[src/rtl/utf16_decode_with_line_end_expand_top_defines.svh]
// Assertion macros shared by the UTF-16 decoder RTL.
// Expects clk and rst_n in the scope of every use; no other dependencies.
`ifndef UTF16_DECODE_WITH_LINE_END_EXPAND_TOP_DEFINES_SVH
`define UTF16_DECODE_WITH_LINE_END_EXPAND_TOP_DEFINES_SVH

// Condition holds at every clock edge outside reset
`define U16D_ASSERT_ALWAYS(lbl, cond, msg) \
  lbl: assert property (@(posedge clk) disable iff (!rst_n) (cond)) else $error(msg);

// Antecedent in a cycle implies consequent in the same cycle
`define U16D_ASSERT_IMPLY(lbl, ante, cons, msg) \
  lbl: assert property (@(posedge clk) disable iff (!rst_n) (ante) |-> (cons)) else $error(msg);

// Antecedent in a cycle implies consequent in the next cycle
`define U16D_ASSERT_NEXT(lbl, ante, cons, msg) \
  lbl: assert property (@(posedge clk) disable iff (!rst_n) (ante) |=> (cons)) else $error(msg);

`endif

[src/rtl/u16d_pkg.sv]
// Shared types and constants for the UTF-16 decoder with line-end expansion.
// No dependencies; imported by every module of the block.
package u16d_pkg;

  localparam int unsigned UNIT_W = 16;
  localparam int unsigned CP_W   = 21;
  localparam int unsigned ST_W   = 2;
  localparam int unsigned CFG_IDX_W = 1;

  // Result status codes
  localparam logic [ST_W-1:0] ST_OK       = 2'd0;
  localparam logic [ST_W-1:0] ST_LONE_LOW = 2'd1;
  localparam logic [ST_W-1:0] ST_HIGH_BAD = 2'd2;

  // Configuration register indexes
  localparam logic [CFG_IDX_W-1:0] CFG_LINE_END_FIRST  = 1'd0;
  localparam logic [CFG_IDX_W-1:0] CFG_LINE_END_SECOND = 1'd1;

  localparam logic [UNIT_W-1:0] LINE_END_FIRST_RST  = 16'h000A;
  localparam logic [UNIT_W-1:0] LINE_END_SECOND_RST = 16'h0000;

  localparam logic [UNIT_W-1:0] UNIT_LINE_FEED  = 16'h000A;
  localparam logic [UNIT_W-1:0] UNIT_SURR_BASE  = 16'hD800;
  localparam logic [5:0]        HIGH_SURR_TAG   = 6'b110110;
  localparam logic [5:0]        LOW_SURR_TAG    = 6'b110111;
  localparam logic [CP_W-1:0]   SUPP_BASE       = 21'h010000;

  localparam int unsigned CMD_QUEUE_DEPTH = 4;

  // Classified work handed from the front to the back
  typedef struct packed {
    logic [CP_W-1:0]   code_point;
    logic [ST_W-1:0]   status;
    logic              two;
    logic [UNIT_W-1:0] second;
  } cmd_t;

endpackage

[src/rtl/u16d_front.sv]
// Front end: configuration registers, surrogate tracking and unit classification.
// Depends on u16d_pkg; feeds u16d_fifo with one command per producing unit.
module u16d_front (
  input  logic                           clk,
  input  logic                           rst_n,
  input  logic                           in_push,
  input  logic [u16d_pkg::UNIT_W-1:0]    in_code_unit,
  output logic                           in_full,
  input  logic                           cfg_we,
  input  logic [u16d_pkg::CFG_IDX_W-1:0] cfg_index,
  input  logic [u16d_pkg::UNIT_W-1:0]    cfg_data,
  input  logic                           cmd_full,
  output logic                           cmd_push,
  output u16d_pkg::cmd_t                 cmd
);
  import u16d_pkg::*;

  logic [UNIT_W-1:0] line_end_first_r;
  logic [UNIT_W-1:0] line_end_second_r;
  logic              high_pending_r, high_pending_nxt;
  logic [9:0]        high_bits_r, high_bits_nxt;

  logic accept;
  logic is_bmp, is_high, is_low, is_lf;

  // Write configuration registers
  always_ff @(posedge clk) begin
    if (!rst_n) begin
      line_end_first_r  <= LINE_END_FIRST_RST;
      line_end_second_r <= LINE_END_SECOND_RST;
    end else if (cfg_we) begin
      unique case (cfg_index)
        CFG_LINE_END_FIRST:  line_end_first_r  <= cfg_data;
        CFG_LINE_END_SECOND: line_end_second_r <= cfg_data;
        default: ;
      endcase
    end
  end

  // Classify the incoming unit
  assign accept  = in_push && !cmd_full;
  assign is_bmp  = in_code_unit < UNIT_SURR_BASE;
  assign is_high = in_code_unit[15:10] == HIGH_SURR_TAG;
  assign is_low  = in_code_unit[15:10] == LOW_SURR_TAG;
  assign is_lf   = in_code_unit == UNIT_LINE_FEED;

  // Build the command for the back end
  always_comb begin
    cmd.code_point = '0;
    cmd.status     = ST_OK;
    cmd.two        = 1'b0;
    cmd.second     = line_end_second_r;
    if (is_bmp) begin
      if (is_lf) begin
        cmd.code_point = CP_W'(line_end_first_r);
        cmd.two        = line_end_second_r != '0;
      end else begin
        cmd.code_point = CP_W'(in_code_unit);
      end
    end else if (is_low) begin
      if (high_pending_r) begin
        cmd.code_point = SUPP_BASE + CP_W'({high_bits_r, in_code_unit[9:0]});
      end else begin
        cmd.status = ST_LONE_LOW;
      end
    end else if (!is_high) begin
      cmd.status = ST_HIGH_BAD;
    end
  end

  assign cmd_push = accept && !is_high;
  assign in_full  = cmd_full;

  // Track a held high surrogate; any other unit drops it
  always_comb begin
    high_pending_nxt = high_pending_r;
    high_bits_nxt    = high_bits_r;
    if (accept) begin
      high_pending_nxt = is_high;
      high_bits_nxt    = is_high ? in_code_unit[9:0] : '0;
    end
  end

  always_ff @(posedge clk) begin
    if (!rst_n) begin
      high_pending_r <= 1'b0;
      high_bits_r    <= '0;
    end else begin
      high_pending_r <= high_pending_nxt;
      high_bits_r    <= high_bits_nxt;
    end
  end

endmodule

[src/rtl/u16d_fifo.sv]
// Short command queue between the decoder front and back ends.
// Depends on u16d_pkg for the command type and the assertion macro header.
`include "utf16_decode_with_line_end_expand_top_defines.svh"
module u16d_fifo #(
  parameter int unsigned DEPTH = u16d_pkg::CMD_QUEUE_DEPTH
) (
  input  logic           clk,
  input  logic           rst_n,
  input  logic           push,
  input  u16d_pkg::cmd_t push_data,
  output logic           full,
  input  logic           pop,
  output u16d_pkg::cmd_t pop_data,
  output logic           empty
);
  import u16d_pkg::*;

  localparam int unsigned PTR_W = (DEPTH > 1) ? $clog2(DEPTH) : 1;
  localparam int unsigned CNT_W = $clog2(DEPTH + 1);

  cmd_t             mem_r [DEPTH];
  logic [PTR_W-1:0] wr_ptr_r, wr_ptr_nxt;
  logic [PTR_W-1:0] rd_ptr_r, rd_ptr_nxt;
  logic [CNT_W-1:0] count_r, count_nxt;
  logic             do_push, do_pop;

  assign full     = count_r == CNT_W'(DEPTH);
  assign empty    = count_r == '0;
  assign do_push  = push && !full;
  assign do_pop   = pop && !empty;
  assign pop_data = mem_r[rd_ptr_r];

  // Advance pointers with wrap at the queue depth
  always_comb begin
    wr_ptr_nxt = wr_ptr_r;
    rd_ptr_nxt = rd_ptr_r;
    if (do_push) begin
      wr_ptr_nxt = (wr_ptr_r == PTR_W'(DEPTH - 1)) ? '0 : wr_ptr_r + 1'b1;
    end
    if (do_pop) begin
      rd_ptr_nxt = (rd_ptr_r == PTR_W'(DEPTH - 1)) ? '0 : rd_ptr_r + 1'b1;
    end
    unique case ({do_push, do_pop})
      2'b10:   count_nxt = count_r + 1'b1;
      2'b01:   count_nxt = count_r - 1'b1;
      default: count_nxt = count_r;
    endcase
  end

  always_ff @(posedge clk) begin
    if (!rst_n) begin
      wr_ptr_r <= '0;
      rd_ptr_r <= '0;
      count_r  <= '0;
    end else begin
      wr_ptr_r <= wr_ptr_nxt;
      rd_ptr_r <= rd_ptr_nxt;
      count_r  <= count_nxt;
    end
  end

  // Store the pushed beat
  always_ff @(posedge clk) begin
    if (do_push) begin
      mem_r[wr_ptr_r] <= push_data;
    end
  end

  `U16D_ASSERT_ALWAYS(a_fifo_bound, count_r <= CNT_W'(DEPTH), "command queue overflow")
  `U16D_ASSERT_NEXT(a_fifo_grow, do_push && !do_pop, count_r == $past(count_r) + 1'b1, "queue count did not grow")
  `U16D_ASSERT_NEXT(a_fifo_shrink, do_pop && !do_push, count_r == $past(count_r) - 1'b1, "queue count did not shrink")

endmodule

[src/rtl/u16d_back.sv]
// Back end: expands commands into result beats held in an output register.
// Depends on u16d_pkg for the command type and the assertion macro header.
`include "utf16_decode_with_line_end_expand_top_defines.svh"
module u16d_back (
  input  logic                        clk,
  input  logic                        rst_n,
  input  logic                        cmd_valid,
  input  u16d_pkg::cmd_t              cmd,
  output logic                        cmd_pop,
  output logic                        out_empty,
  input  logic                        out_pop,
  output logic [u16d_pkg::CP_W-1:0]   out_code_point,
  output logic [u16d_pkg::ST_W-1:0]   out_status,
  output logic                        out_last
);
  import u16d_pkg::*;

  logic            out_valid_r, out_valid_nxt;
  logic            phase_r, phase_nxt;
  logic [CP_W-1:0] out_code_point_r, out_code_point_nxt;
  logic [ST_W-1:0] out_status_r, out_status_nxt;
  logic            out_last_r, out_last_nxt;
  logic            load;

  // Refill the output register when it is free or being taken
  assign load = !out_valid_r || out_pop;

  always_comb begin
    out_valid_nxt      = out_valid_r;
    phase_nxt          = phase_r;
    out_code_point_nxt = out_code_point_r;
    out_status_nxt     = out_status_r;
    out_last_nxt       = out_last_r;
    cmd_pop            = 1'b0;
    if (load) begin
      priority if (phase_r) begin
        // Emit the second code point of a line ending
        out_valid_nxt      = 1'b1;
        out_code_point_nxt = CP_W'(cmd.second);
        out_status_nxt     = ST_OK;
        out_last_nxt       = 1'b1;
        phase_nxt          = 1'b0;
        cmd_pop            = 1'b1;
      end else if (cmd_valid) begin
        out_valid_nxt      = 1'b1;
        out_code_point_nxt = cmd.code_point;
        out_status_nxt     = cmd.status;
        out_last_nxt       = !cmd.two;
        phase_nxt          = cmd.two;
        cmd_pop            = !cmd.two;
      end else begin
        out_valid_nxt = 1'b0;
      end
    end
  end

  always_ff @(posedge clk) begin
    if (!rst_n) begin
      out_valid_r <= 1'b0;
      phase_r     <= 1'b0;
    end else begin
      out_valid_r <= out_valid_nxt;
      phase_r     <= phase_nxt;
    end
  end

  // Hold result payload
  always_ff @(posedge clk) begin
    out_code_point_r <= out_code_point_nxt;
    out_status_r     <= out_status_nxt;
    out_last_r       <= out_last_nxt;
  end

  assign out_empty      = !out_valid_r;
  assign out_code_point = out_code_point_r;
  assign out_status     = out_status_r;
  assign out_last       = out_last_r;

  `U16D_ASSERT_IMPLY(a_back_phase_cmd, phase_r, cmd_valid, "second beat without its command")
  `U16D_ASSERT_IMPLY(a_back_phase_out, phase_r, out_valid_r && !out_last_r, "first beat of pair not held")
  `U16D_ASSERT_IMPLY(a_back_pop_valid, cmd_pop, cmd_valid, "command popped from empty queue")

endmodule

[src/rtl/utf16_decode_with_line_end_expand_top.sv]
// Top level of the UTF-16 decoder with line-end expansion.
// Depends on u16d_pkg, u16d_front, u16d_fifo and u16d_back.
//
// Usage:
//   Input queue port: drive in_code_unit and raise in_push; a beat is taken
//   at a clock edge with in_push high and in_full low.
//   Result queue port: while out_empty is low, out_code_point, out_status
//   and out_last show the oldest result; raise out_pop to take it.
//   Configuration: cfg_we with cfg_index 0 (line_end_first) or 1
//   (line_end_second) writes cfg_data; write only while the block is idle.
//   A unit that yields a result is queued, then loaded into the output register.
//   A high surrogate yields nothing and is held for the next unit.
//   Throughput: one unit per cycle while in_full is low; a two-code-point line
//   ending occupies the single result register of the back end for both of its
//   beats, so the command queue absorbs the extra beat; a long run of them fills
//   it and in_full then holds the input while the extra beats drain.
//   Reset: rst_n low at a clock edge clears the queues, the held surrogate and
//   restores line_end_first to 10 and line_end_second to 0.
//   Stall: with out_pop low the result holds; the command queue fills and then
//   in_full rises until the receiver takes results again.
module utf16_decode_with_line_end_expand_top #(
  parameter int unsigned QUEUE_DEPTH = u16d_pkg::CMD_QUEUE_DEPTH
) (
  input  logic                           clk,
  input  logic                           rst_n,
  input  logic                           in_push,
  input  logic [u16d_pkg::UNIT_W-1:0]    in_code_unit,
  output logic                           in_full,
  output logic                           out_empty,
  input  logic                           out_pop,
  output logic [u16d_pkg::CP_W-1:0]      out_code_point,
  output logic [u16d_pkg::ST_W-1:0]      out_status,
  output logic                           out_last,
  input  logic                           cfg_we,
  input  logic [u16d_pkg::CFG_IDX_W-1:0] cfg_index,
  input  logic [u16d_pkg::UNIT_W-1:0]    cfg_data
);
  import u16d_pkg::*;

  cmd_t push_cmd;
  cmd_t head_cmd;
  logic cmd_push, cmd_full, cmd_pop, cmd_empty;

  // Classify input units
  u16d_front u_front (
    .clk          (clk),
    .rst_n        (rst_n),
    .in_push      (in_push),
    .in_code_unit (in_code_unit),
    .in_full      (in_full),
    .cfg_we       (cfg_we),
    .cfg_index    (cfg_index),
    .cfg_data     (cfg_data),
    .cmd_full     (cmd_full),
    .cmd_push     (cmd_push),
    .cmd          (push_cmd)
  );

  // Decouple front and back
  u16d_fifo #(
    .DEPTH (QUEUE_DEPTH)
  ) u_fifo (
    .clk       (clk),
    .rst_n     (rst_n),
    .push      (cmd_push),
    .push_data (push_cmd),
    .full      (cmd_full),
    .pop       (cmd_pop),
    .pop_data  (head_cmd),
    .empty     (cmd_empty)
  );

  // Expand commands into result beats
  u16d_back u_back (
    .clk            (clk),
    .rst_n          (rst_n),
    .cmd_valid      (!cmd_empty),
    .cmd            (head_cmd),
    .cmd_pop        (cmd_pop),
    .out_empty      (out_empty),
    .out_pop        (out_pop),
    .out_code_point (out_code_point),
    .out_status     (out_status),
    .out_last       (out_last)
  );

endmodule
[config.mk]
export PLATFORM = sky130hd
export DESIGN_NAME = utf16_decode_with_line_end_expand_top
export DESIGN_NICKNAME = d
export VERILOG_FILES = /design/src/rtl/u16d_pkg.sv /design/src/rtl/u16d_front.sv /design/src/rtl/u16d_fifo.sv /design/src/rtl/u16d_back.sv /design/src/rtl/utf16_decode_with_line_end_expand_top.sv
export VERILOG_INCLUDE_DIRS = /design/src /design/src/rtl
export SDC_FILE = /design/constraint.sdc
export NUM_CORES = 1
export LEC_CHECK = 0
export BUFFER_PORTS_ARGS = -buffer_cell sky130_fd_sc_hd__buf_2
export CORE_MARGIN = 8
export CORE_UTILIZATION = 55
export DETAILED_ROUTE_END_ITERATION = 12
export PLACE_DENSITY_LB_ADDON = 0.1
export SLEW_MARGIN = 20
export SYNTH_ARGS = -nofsm -noshare
export SYNTH_HDL_FRONTEND = slang
export SYNTH_SLANG_ARGS = --single-unit
[constraint.sdc]
create_clock -name clk -period 2.71 [get_ports clk]
set_clock_uncertainty 0.2 [all_clocks]
set_input_delay 0.271 -clock clk [delete_from_list [all_inputs] [get_ports clk]]
set_output_delay 0.271 -clock clk [all_outputs]
set_load 0.005 [all_outputs]
Yosys cells after proc, flatten, opt, wreduce, memory -nomap -nowiden

Memory sizes are Yosys's and may differ from the RTL's. A register that Yosys moved wholly into a read port is not among the register bits.
Index checks and enable logic that the tools add are counted.

Bits in writable memories: 160
Memories kept: 1
Input port bits: 38
Register bits after elaboration: 76
Word-level logic and storage cells: 75
Output and inout port bits: 26

Order comparisons: 1
Bitwise logic cells: 1
Equal/unequal tests: 9
Reduce and logical (&&, ||, !) cells: 16
Add/subtract/negate cells: 5
Mux-type cells: 29

Memories:

| name         | depth | bits a word | read ports | clocked after memory_dff | wr ports | line            | text |
|---|---|---|---|---|---|---|---|
| u_fifo.mem_r | 4     | 40          | 1          | 1                        | 1        | u16d_fifo.sv:21 | `cmd_t mem_r [DEPTH];` |

Operator list:

| cell                   | number |
|---|---|
| $mux 21                | 4 |
| $mux 16                | 2 |
| $add 17x20->21 const A | 1 |
| $eq 16x4->1 const B    | 1 |
| $lt 16x16->1 const B   | 1 |
| $mux 2                 | 8 |
| $reduce_bool 16->1     | 1 |
| $mux 1                 | 13 |
| $eq 6x6->1 const B     | 2 |
| $mux 10                | 1 |
| $eq 2x2->1 const B     | 3 |
| $pmux 3 s2             | 1 |
| $reduce_and 2->1       | 3 |
| $logic_not 1->1        | 5 |
| $add 2x1->2 const B    | 2 |
| $logic_and 1x1->1      | 4 |
| $add 3x1->3 const B    | 1 |
| $eq 3x3->1 const B     | 1 |
| $logic_not 3->1        | 1 |
| $sub 3x1->3 const B    | 1 |
| $eq 2x1->1 const B     | 1 |
| $ne 2x1->1 const B     | 1 |
| $reduce_bool 2->1      | 1 |
| $logic_or 1x1->1       | 1 |
| $not 1->1              | 1 |

Depth between registers and ports, before layout

Gate-level depths: netlist of run 1.

Word-level depth: 7
Depth in mapped cells: 9
Mapped depth without buffers: 9

By module

A second synthesis of run 1 with hierarchy kept.

Cells, all modules: 560
Area, all modules: 9422.8 µm²

Modules (own cells, without submodules):

| module                                | sequential area each (µm²) | instances | area an instance (µm²) | cells each |
|---|---|---|---|---|
| u16d_fifo                             | 4984.8                     | 1         | 6311.1                 | 265 |
| u16d_front                            | 860.8                      | 1         | 1978.1                 | 230 |
| u16d_back                             | 760.7                      | 1         | 1129.8                 | 64 |
| utf16_decode_with_line_end_expand_top | 0.0                        | 1         | 3.8                    | 1 |

Worst setup path before layout of run 1

No wires, ideal clock.

Path type: flip-flop to flip-flop
Start point: register (tool-made name)
End point: register u_fifo.count_r[2]
Path buffers: 0
Required time: 2.434 ns
Arrival: 2.146 ns
Stages on the path, launching flop included: 8
Clock period less this slack: 2.422 ns
Setup slack: 0.288 ns
Library setup time: 0.076 ns
Cell sequence: dfxtp_1 -> mux4_2 -> a211oi_4 -> ha_1 -> fa_1 -> xnor2_1 -> or3_1 -> a21boi_0

RTL lines:

| element                | line            | text |
|---|---|---|
| end signal: assignment | u16d_fifo.sv:58 | `count_r <= count_nxt;` |
| end: declaration       | u16d_fifo.sv:24 | `logic [CNT_W-1:0] count_r, count_nxt;` |

==> summary.log, run 1 <==
[job] count of max-cap constraint violations 0
[min_path] number of cells traversed by the worst hold path 4
[yosys] Post-synth ARST share 0
[timing] RSZ-0062 raised after global routing false
[yosys] register bit total from synthesis 238
[critical_path] R2R Path Start u_fifo.mem_r[2][16]
[critical_path] Worst Path Max Fanout 5
[critical_path] crit path launch type flip-flop
[status] outcome finished, final reports clean
[pwr] standby leakage power 3.849 nW
[min_path] end point of the worst hold path u_front.line_end_first_r[9]
[floorplan] chip height 145.9 µm
[yosys] Most used DFF post-synth sky130_fd_sc_hd__edfxtp_1
[route] first-pass iteration count of the detailed router 7
[timing] period utilization 0.9448
[yosys] Syn. warnings 0
[critical_path] Crit Path Category reg -> reg
[min_path] launch instance of the worst min-delay path cfg_we
[floorplan] number of placed I/O pins 64
[critical_path] critical path capture point type flip-flop
[floorplan] die span in x 145.9 µm
[place] half-perimeter wire length of the detailed placement result 12.21 mm
[critical_path] critical path depth in cells 7
[min_path] kind of path behind the tightest hold check in -> reg
[yosys] Net Count, Synth 638
[critical_path] Crit path arrival time 2.80 ns
[finish] ant diodes 0
[finish] number of non-filler instances in the completed layout 930
[floorplan] Total Die Area 21280 µm²
[route] Remaining DRCs 0
[yosys] sequential cell area fraction in the yosys report 0.7122
[critical_path] worst reg-to-reg path cell count 7
[place] cell total after placement 858
[finish] layout net count 738
[place] Port Buffer Count 63
[timing] Final Slew Violations 0
[route] total detailed-routing wirelength 19.60 mm
[floorplan] Core Box Area 16520 µm²
[critical_path] slowest cell on the critical path sky130_fd_sc_hd__mux4_2
[critical_path] Largest delay share family, worst path multiplexers
[place] GP Congestion 0.8744
[route] routed len/inst 21.07 µm
[yosys] number of flops mapped to enable cells by yosys 184
[finish] proportion of layout cells with a drive suffix above 1 0.2310
[critical_path] cell-by-cell trace of the critical path mux4_2, a211oi_4, ha_1, fa_1, xnor2_1, or3_1, a21boi_0
[route] Via density 5.758
[cts] number of buffers inserted during clock tree synthesis 24
[timing] Total Neg Setup Slack 0 ns
[global_routing] GRT Residual Overflow 0
[critical_path] Crit path buffers/inverters 0
[cts] H-Tree Depth 1
[cts] TritonCTS clock tree done
[yosys] Synth Area per Inst 15.67 µm²
[cts] TritonCTS Sinks 238
[global_routing] initial antenna violation count 0
[timing] post-layout minimum cycle time 2.560 ns
[timing] count of final setup violators 0
[critical_path] maximum single-stage delay on the critical path 0.53 ns
[route] iteration-0 DRC count of the detailed router 487
[pwr] power density relative to cell area 918.7 nW/µm²
[floorplan] count of standard-cell rows 47
[yosys] gate count of the mapped netlist 592
[cts] root buffer cell sky130_fd_sc_hd__clkbuf_16
[finish] post-synthesis to final-layout area growth 17.44%
[global_routing] global-route wire length before repair 30.51 mm
[timing] maximum frequency from static timing analysis 0.3906 GHz
[pwr] highest ir drop seen on vdd 0.0006472 V
[timing] Rel. slew slack 0.4190
[cts] CTS clk-pin slew, worst paths 0.06 ns
[critical_path] Crit Reg-Reg Endpoint u_fifo.count_r[2]
[timing] slew at the pin closest to its max-slew limit 0.8594 ns
[global_routing] largest net degree at the start of global routing 55
[critical_path] required time at the endpoint of the critical path 2.95 ns
[route] ANT nets after route 0
[floorplan] effective utilization at floorplan 0.5614
[global_routing] overall routing resource usage 0.1831
[cts] clock latency on the worst-skew pair 0.51 ns
[global_routing] via count of the first global-routing pass 5563
[timing] total count of hold-check failures in the final report 0
[yosys] Distinct cells, synth 39
[yosys] mapped cell area 9276 µm²
[critical_path] worst reg2reg setup slack 0.15 ns
[cts] worst-case clock buffer depth 3
[route] detailed-route via count 5355
## tightest hold or removal path: cells and delay by family
family,cells,cell delay [ns]
buffers and inverters,1,0.11
AND/OR/NAND/NOR,2,0.25
AO/OA/AOI/OAI,1,0.06
## power by group
part,internal [mW],switching (mW),leakage [nW]
clock network,1.86,1.32,0.374
logic,0.918,1.12,1.34
registers,4.62,0.166,2.14
total,7.40,2.61,3.85
## sequential cells by signal (all words and copies together), names as in the netlist, named ones only
| name | count |
|---|---|
| u_back.out_code_point | 21 |
| u_back.out_last | 1 |
| u_back.out_status | 2 |
| u_back.out_valid_r | 1 |
| u_back.phase_r | 1 |
| u_fifo.count_r | 3 |
| u_fifo.mem_r | 160 |
| u_fifo.rd_ptr_r | 2 |
| u_fifo.wr_ptr_r | 2 |
| u_front.high_bits_r | 10 |
| u_front.high_pending_r | 1 |
| u_front.line_end_first_r | 16 |
| u_front.line_end_second_r | 16 |
## kinds of logic after synthesis
logic type / after synthesis / share of synthesized area
buffers and inverters: 43 / 0.01956
multiplexers: 42 / 0.09927
XOR/XNOR: 4 / 0.003777
AO/OA/AOI/OAI: 67 / 0.05773
flip-flops: 238 / 0.7122
AND/OR/NAND/NOR: 190 / 0.09590
adder cells (fa/ha/maj): 8 / 0.01160
## stage by stage
stage	instance area, µm²	total power [mW]	util	worst slack [ns]	hold slack [ns]
finish	10890	10.01	0.6593	0.1495	0.04924
global route	10890	10.47	0.6593	0.02279	0.05883
CTS	10890	10.12	0.6589	0.07517	0.01361
detailed placement	9842	6.929	0.5956	0.09318	0.2614
global placement	9842	6.865	0.5956	0.2339	0.2563
floorplan	9276	6.187	-	0.2882	0.1952
## what timing repair did
item	in CTS	in global routing
setup buffers	0	0
hold buffers	28	0
setup endpoints to repair	0	1
resized for setup	0	3
hold endpoints to repair	46	0
## worst max-delay path by stage
stage	start	endpoint
floorplan	flip-flop	u_fifo.count_r[2]
finish	u_fifo.mem_r[2][16]	u_fifo.count_r[2]
global route	u_fifo.mem_r[2][16]	u_fifo.count_r[2]
global placement	u_fifo.count_r[0]	u_fifo.count_r[2]
CTS	u_fifo.count_r[0]	u_fifo.count_r[2]
detailed placement	u_fifo.count_r[0]	u_fifo.count_r[2]
## cell usage after synthesis, drive strengths merged (10+ instances only)
cell,instances,share of area
a21boi,32,0.026
a22o,10,0.0094
a22oi,10,0.0081
and2,17,0.011
buf,13,0.0074
clkbuf,17,0.0069
dfxtp,54,0.12
edfxtp,184,0.60
inv,13,0.0053
mux4,40,0.097
nand2,121,0.049
nor2b,19,0.013
## cell usage in the layout, fill, tap and decap left out, types with 5 or more instances in the layout
cell	count
sky130_fd_sc_hd__clkinv_1	5
sky130_fd_sc_hd__a22oi_1	10
sky130_fd_sc_hd__mux4_2	40
sky130_fd_sc_hd__nand3_1	6
sky130_fd_sc_hd__dfxtp_1	50
sky130_fd_sc_hd__a21boi_0	32
sky130_fd_sc_hd__nand2_1	121
sky130_fd_sc_hd__nor2b_1	19
sky130_fd_sc_hd__edfxtp_1	184
sky130_fd_sc_hd__ha_1	7
sky130_fd_sc_hd__a222oi_1	6
sky130_fd_sc_hd__and2_1	13
sky130_fd_sc_hd__nor4_1	7
sky130_fd_sc_hd__clkbuf_1	5
sky130_fd_sc_hd__buf_4	13
sky130_fd_sc_hd__dlygate4sd3_1	28
sky130_fd_sc_hd__inv_1	13
sky130_fd_sc_hd__a22o_1	10
sky130_fd_sc_hd__clkbuf_16	25
sky130_fd_sc_hd__buf_2	63
## layout make-up
class                           count  area (µm²)
Multi-Input combinational cell    311        2500
Clock buffer                       33       685.7
Sequential cell                   238        6611
Fill cell                        1155        5630
Tap cell                          220       275.3
Timing Repair Buffer              104       693.2
Inverter                           13       48.80
Clock inverter                     11       80.08
## layer usage
| layer | global-route usage | up-vias | share of wire |
|---|---|---|---|
| met5 | 0 | - | 0 |
| met4 | 0.04633 | 0 | 0.016 |
| met3 | 0.03980 | 29 | 0.069 |
| met2 | 0.2981 | 191 | 0.48 |
| met1 | 0.2457 | 2699 | 0.43 |
| li1 | - | 2436 | - |
No activity file was read; power rests on OpenSTA's default activity.
==> inputs of run 2 (changes only) <==
--- a/config.mk
+++ b/config.mk
@@ -9,6 +9,7 @@
 export BUFFER_PORTS_ARGS = -buffer_cell sky130_fd_sc_hd__buf_2
 export CORE_MARGIN = 8
 export CORE_UTILIZATION = 55
+export CTS_BUF_LIST = sky130_fd_sc_hd__clkbuf_4
 export DETAILED_ROUTE_END_ITERATION = 12
 export PLACE_DENSITY_LB_ADDON = 0.1
 export SLEW_MARGIN = 20
==> constraint.sdc (replaced) <==
create_clock -name clk -period 3.3 [get_ports clk]
set_clock_uncertainty 0.2 [all_clocks]
set_input_delay 0.33 -clock clk [delete_from_list [all_inputs] [get_ports clk]]
set_output_delay 0.33 -clock clk [all_outputs]
set_load 0.005 [all_outputs]
==> summary.log, run 2 (same netlist as run 1, synthesis figures left out) <==
[status] outcome finished, final reports clean
[route] ANT nets after route 0
[critical_path] Worst Path Max Fanout 12
[global_routing] GRT Residual Overflow 0
[timing] Rel. slew slack 0.3218
[finish] top register by number of flip-flops u_fifo.mem_r
[critical_path] critical path depth in cells 9
[min_path] kind of path behind the tightest hold check in -> reg
[place] GP Congestion 0.8769
[cts] CTS clk-pin slew, worst paths 0.07 ns
[pwr] share of power burned in the clock network 0.300
[critical_path] Crit Path Category reg -> reg
[critical_path] startpoint of the worst setup timing path u_fifo.count_r[0]
[finish] proportion of layout cells with a drive suffix above 1 0.2845
[timing] smallest setup slack after layout 0.4083 ns
[route] routed len/inst 19.73 µm
[cts] TritonCTS clock tree done
[timing] Final Slew Violations 0
[pwr] highest ir drop seen on vdd 0.0004887 V
[critical_path] required time at the endpoint of the critical path 3.66 ns
[finish] Finished Core Util 0.6707
[route] iteration-0 DRC count of the detailed router 383
[cts] clock latency on the worst-skew pair 0.66 ns
[critical_path] critical path capture point type flip-flop
[route] Remaining DRCs 0
[timing] slew at the pin closest to its max-slew limit 1.015 ns
[pwr] switching share of power 0.2719
[cts] worst-case clock buffer depth 3
[timing] count of final setup violators 0
[timing] maximum frequency from static timing analysis 0.3458 GHz
[floorplan] chip height 145.9 µm
[finish] max reg flops 160
[cts] H-Tree Depth 2
[timing] post-layout minimum cycle time 2.892 ns
[critical_path] worst reg-to-reg path cell count 9
[global_routing] via count of the first global-routing pass 5864
[critical_path] worst reg2reg setup slack 0.41 ns
[cts] TritonCTS Sinks 238
[pwr] standby leakage power 4.003 nW
[cts] Setup Buffers After CTS 0
[route] first-pass iteration count of the detailed router 5
[critical_path] R2R Path Start u_fifo.count_r[0]
[finish] layout net count 789
[critical_path] maximum single-stage delay on the critical path 0.44 ns
[place] half-perimeter wire length of the detailed placement result 12.70 mm
[route] total detailed-routing wirelength 19.96 mm
[finish] most used cells in the layout excluding fill and tap cells 184 x sky130_fd_sc_hd__edfxtp_1, 121 x sky130_fd_sc_hd__nand2_1, 86 x sky130_fd_sc_hd__clkbuf_4, 63 x sky130_fd_sc_hd__buf_2, 52 x sky130_fd_sc_hd__dfxtp_1
[pwr] Switch Pwr 2.180 mW
[critical_path] Largest delay share family, worst path simple AND/OR/NAND/NOR gates
[critical_path] capturing element of the worst setup path u_fifo.count_r[2]
[pwr] cell internal pwr 5.840 mW
[timing] Worst Hold Margin 0.07555 ns
[floorplan] effective utilization at floorplan 0.5614
[global_routing] overall routing resource usage 0.1910
[cts] root buffer cell sky130_fd_sc_hd__clkbuf_4
[route] Via density 5.483
[timing] RSZ-0062 raised after global routing false
[cts] number of buffers inserted during clock tree synthesis 58
[global_routing] global-route wire length before repair 31.42 mm
[critical_path] Crit Reg-Reg Endpoint u_fifo.count_r[2]
[place] pre-CTS setup slack 0.4005 ns
[pwr] Sequential Power Share 0.489
[place] Port Buffer Count 63
[pwr] power density relative to cell area 723.6 nW/µm²
[global_routing] largest net degree at the start of global routing 55
[global_routing] initial antenna violation count 2
[critical_path] slowest cell on the critical path sky130_fd_sc_hd__fa_1
[critical_path] crit path launch type flip-flop
[floorplan] number of placed I/O pins 64
[critical_path] Crit path buffers/inverters 1
[floorplan] Total Die Area 21280 µm²
[timing] period utilization 0.8763
[timing] Total Neg Setup Slack 0 ns
[job] count of max-cap constraint violations 0
[timing] total count of hold-check failures in the final report 0
[finish] post-synthesis to final-layout area growth 19.48%
[place] cell total after placement 859
[floorplan] count of standard-cell rows 47
[route] detailed-route via count 5549
[finish] commonest non-fill, non-tap cell in the layout sky130_fd_sc_hd__edfxtp_1
[floorplan] Core Box Area 16520 µm²
[critical_path] Crit path arrival time 3.25 ns
[pwr] Comb power frac 0.211
[finish] number of non-filler instances in the completed layout 1012
[critical_path] cell-by-cell trace of the critical path or3b_2, nand2_1, nor2_1, inv_1, ha_1, fa_1, xnor2_1, or3_1, a21boi_0
[floorplan] die span in x 145.9 µm
-- run 2: cell count changes in the layout (fill, tap and decap cells not counted), moves of 2 or more --
cell	before	now
sky130_fd_sc_hd__clkinv_1	5	11
sky130_fd_sc_hd__dfxtp_2	4	2
sky130_fd_sc_hd__dfxtp_1	50	52
sky130_fd_sc_hd__clkbuf_8	3	0
sky130_fd_sc_hd__clkbuf_4	0	86
sky130_fd_sc_hd__clkinv_2	3	9
sky130_fd_sc_hd__clkbuf_16	25	0
sky130_fd_sc_hd__dlygate4sd3_1	28	44
sky130_fd_sc_hd__buf_12	0	2
sky130_fd_sc_hd__clkbuf_1	5	0
-- run 2: worst reg2reg max path: cells and delay by family, from the launching register on --
family                   cells  cell delay [ns]
buffers and inverters        1             0.14
adder cells (fa/ha/maj)      2             0.69
AND/OR/NAND/NOR              4             1.04
flip-flops                   1             0.42
XOR/XNOR                     1             0.14
AO/OA/AOI/OAI                1             0.18
-- run 2: cell type report --
cell class,count,area (µm²)
antenna,1,2.502
clock buffer,86,645.6
clock inverter,22,120.1
fill,1175,5441
inverter,13,48.80
multi-input combinational,311,2496
sequential,238,6609
tap,220,275.3
timing repair buffer,121,885.9
-- run 2: power by group through the flow --
stage,combinational [mW],sequential [mW],clock [mW]
3_5_place_dp,1.69,3.99,0
3_3_place_gp,1.67,3.96,0
4_1_cts,1.73,3.93,2.46
6_report,1.69,3.92,2.41
5_1_grt,1.88,3.96,2.63
2_1_floorplan,1.09,3.99,0
-- run 2: through the flow --
stage | total power, mW | instance area (µm²)
after global placement | 5.627 | 9874
after CTS | 8.127 | 11080
after detailed placement | 5.685 | 9874
final | 8.020 | 11080
after floorplan | 5.080 | 9276
after global routing | 8.463 | 11080
-- run 2: per-layer routing --
metal / wire length, µm / part of all wire / vias to the layer above / track usage
met3: 1472 / 0.074 / 46 / 0.05846
met2: 9462 / 0.47 / 203 / 0.2970
met1: 8373 / 0.42 / 2712 / 0.2437
met5: 13 / 0.00065 / - / 0
li1: - / - / 2586 / -
met4: 640 / 0.032 / 2 / 0.08381
-- run 2: worst min path at each step --
stage | startpoint | end | slack, ns | depth (start not counted)
final | in_push | u_front.high_pending_r | 0.08 | 5
after floorplan | u_front.line_end_first_r[1] | u_front.line_end_first_r[1] | 0.24 | 2
after global routing | in_code_unit[10] | u_fifo.mem_r[3][29] | 0.05 | 3
after detailed placement | u_front.line_end_first_r[8] | u_front.line_end_first_r[8] | 0.26 | 2
after CTS | in_push | u_front.high_pending_r | 0.03 | 5
after global placement | u_front.line_end_first_r[4] | u_front.line_end_first_r[4] | 0.26 | 2
-- run 2: repair_timing --
item | in CTS | in global routing
gates resized for setup | 0 | 0
setup endpoints to repair | 0 | 0
hold buffers | 44 | 0
endpoints found under the hold margin | 99 | 0
==> inputs of run 3 (changes only) <==
--- a/config.mk
+++ b/config.mk
@@ -12,6 +12,7 @@
 export CTS_BUF_LIST = sky130_fd_sc_hd__clkbuf_4
 export DETAILED_ROUTE_END_ITERATION = 12
 export PLACE_DENSITY_LB_ADDON = 0.1
+export RECOVER_POWER = 50
 export SLEW_MARGIN = 20
 export SYNTH_ARGS = -nofsm -noshare
 export SYNTH_HDL_FRONTEND = slang
==> summary.log, run 3 (same netlist as run 1, synthesis figures left out) <==
[global_routing] via count of the first global-routing pass 5864
[route] first-pass iteration count of the detailed router 7
[cts] number of buffers inserted during clock tree synthesis 58
[critical_path] critical path capture point type flip-flop
[timing] period utilization 0.8734
[critical_path] capturing element of the worst setup path u_fifo.count_r[2]
[place] Port Buffer Count 63
[cts] TritonCTS Sinks 238
[timing] Total Neg Setup Slack 0 ns
[place] cell total after placement 859
[finish] max reg flops 160
[global_routing] global-route wire length before repair 31.42 mm
[floorplan] count of standard-cell rows 47
[timing] maximum frequency from static timing analysis 0.3470 GHz
[finish] most used cells in the layout excluding fill and tap cells 184 x sky130_fd_sc_hd__edfxtp_1, 121 x sky130_fd_sc_hd__nand2_1, 86 x sky130_fd_sc_hd__clkbuf_4, 52 x sky130_fd_sc_hd__dfxtp_1, 44 x sky130_fd_sc_hd__dlygate4sd3_1
[route] iteration-0 DRC count of the detailed router 363
[floorplan] chip height 145.9 µm
[critical_path] Worst Path Max Fanout 12
[cts] H-Tree Depth 2
[timing] Rel. slew slack 0.1705
[finish] number of non-filler instances in the completed layout 1012
[min_path] kind of path behind the tightest hold check in -> reg
[timing] count of final setup violators 0
[finish] commonest non-fill, non-tap cell in the layout sky130_fd_sc_hd__edfxtp_1
[timing] post-layout minimum cycle time 2.882 ns
[finish] layout net count 789
[timing] total count of hold-check failures in the final report 0
[job] count of max-cap constraint violations 0
[cts] CTS clk-pin slew, worst paths 0.07 ns
[critical_path] startpoint of the worst setup timing path u_fifo.count_r[0]
[status] outcome finished, final reports clean
[finish] post-synthesis to final-layout area growth 18.88%
[critical_path] Crit Reg-Reg Endpoint u_fifo.count_r[2]
[pwr] power density relative to cell area 721.5 nW/µm²
[route] routed len/inst 19.73 µm
[critical_path] Crit Path Category reg -> reg
[floorplan] die span in x 145.9 µm
[cts] Setup Buffers After CTS 0
[timing] RSZ-0062 raised after global routing false
[timing] Final Slew Violations 0
[global_routing] GRT Residual Overflow 0
[floorplan] number of placed I/O pins 64
[global_routing] initial antenna violation count 2
[floorplan] effective utilization at floorplan 0.5614
[finish] top register by number of flip-flops u_fifo.mem_r
[floorplan] Total Die Area 21280 µm²
[critical_path] worst reg2reg setup slack 0.42 ns
[route] total detailed-routing wirelength 19.96 mm
[critical_path] Crit path arrival time 3.24 ns
[timing] slew at the pin closest to its max-slew limit 1.244 ns
[finish] proportion of layout cells with a drive suffix above 1 0.2465
[route] detailed-route via count 5571
[route] ANT nets after route 0
[floorplan] Core Box Area 16520 µm²
[pwr] highest ir drop seen on vdd 0.0004664 V
[critical_path] R2R Path Start u_fifo.count_r[0]
[cts] worst-case clock buffer depth 3
[cts] TritonCTS clock tree done
[cts] clock latency on the worst-skew pair 0.66 ns
[critical_path] crit path launch type flip-flop
[critical_path] worst reg-to-reg path cell count 9
[route] Via density 5.505
[global_routing] overall routing resource usage 0.1910
[place] half-perimeter wire length of the detailed placement result 12.70 mm
[global_routing] largest net degree at the start of global routing 55
[min_path] launch instance of the worst min-delay path in_push
[route] Remaining DRCs 0
[cts] root buffer cell sky130_fd_sc_hd__clkbuf_4
[critical_path] required time at the endpoint of the critical path 3.66 ns
[place] GP Congestion 0.8769
[pwr] standby leakage power 3.920 nW
## run 3: cell types whose count changed in the layout (fill, tap and decap cells not counted), sizes merged
cell    change
buf        -29
clkbuf     +29
## run 3: layer usage
metal | track usage | vias up | share of wire | wire, µm
li1 | - | 2587 | - | -
met1 | 0.2437 | 2734 | 0.42 | 8462
met2 | 0.2970 | 200 | 0.47 | 9405
met3 | 0.05846 | 48 | 0.072 | 1441
met4 | 0.08381 | 2 | 0.032 | 639
met5 | 0 | - | 0.00065 | 13
## run 3: per-stage QoR
stage | util | total power, mW | setup slack, ns | area, µm² | hold WS (ns)
floorplan | - | 5.080 | 0.8782 | 9276 | 0.2409
global placement | 0.5976 | 5.627 | 0.5337 | 9874 | 0.2613
detailed placement | 0.5976 | 5.685 | 0.4005 | 9874 | 0.2620
CTS | 0.6706 | 8.127 | 0.3789 | 11080 | 0.02755
global route | 0.6674 | 8.402 | 0.2018 | 11030 | 0.05098
finish | 0.6674 | 7.957 | 0.4179 | 11030 | 0.07525
## run 3: timing repair
action	4_1_cts	5_1_grt
gates resized for setup	0	0
hold buffers	44	0
hold endpoints to repair	99	0
## run 3: worst min path at each step
stage / slack, ns / cells past startpoint / endpoint
finish: 0.08 / 5 / u_front.high_pending_r
global route: 0.05 / 3 / u_fifo.mem_r[3][29]
CTS: 0.03 / 5 / u_front.high_pending_r
detailed placement: 0.26 / 2 / u_front.line_end_first_r[8]
global placement: 0.26 / 2 / u_front.line_end_first_r[4]
floorplan: 0.24 / 2 / u_front.line_end_first_r[1]
## run 3: report_power, final
group	switching, mW	internal (mW)	total [mW]
Sequential	0.140	3.79	3.93
Combinational	0.911	0.713	1.62
Clock	1.12	1.28	2.40
## run 3: worst max-delay path: stages (launching register included)
cell                       delay [ns]
sky130_fd_sc_hd__dfxtp_1         0.42
sky130_fd_sc_hd__or3b_2          0.17
sky130_fd_sc_hd__nand2_1         0.25
sky130_fd_sc_hd__nor2_1          0.32
sky130_fd_sc_hd__inv_1           0.14
sky130_fd_sc_hd__ha_1            0.25
sky130_fd_sc_hd__fa_1            0.44
sky130_fd_sc_hd__xnor2_1         0.14
sky130_fd_sc_hd__or3_1           0.30
sky130_fd_sc_hd__a21boi_0        0.18
## run 3: layout make-up
| cell class | instances | area (µm²) |
|---|---|---|
| antenna | 1 | 2.502 |
| clock buffer | 86 | 645.6 |
| clock inverter | 22 | 120.1 |
| fill | 1197 | 5497 |
| inverter | 13 | 48.80 |
| multi-input combinational | 311 | 2484 |
| sequential | 238 | 6609 |
| tap | 220 | 275.3 |
| timing repair buffer | 121 | 843.3 |
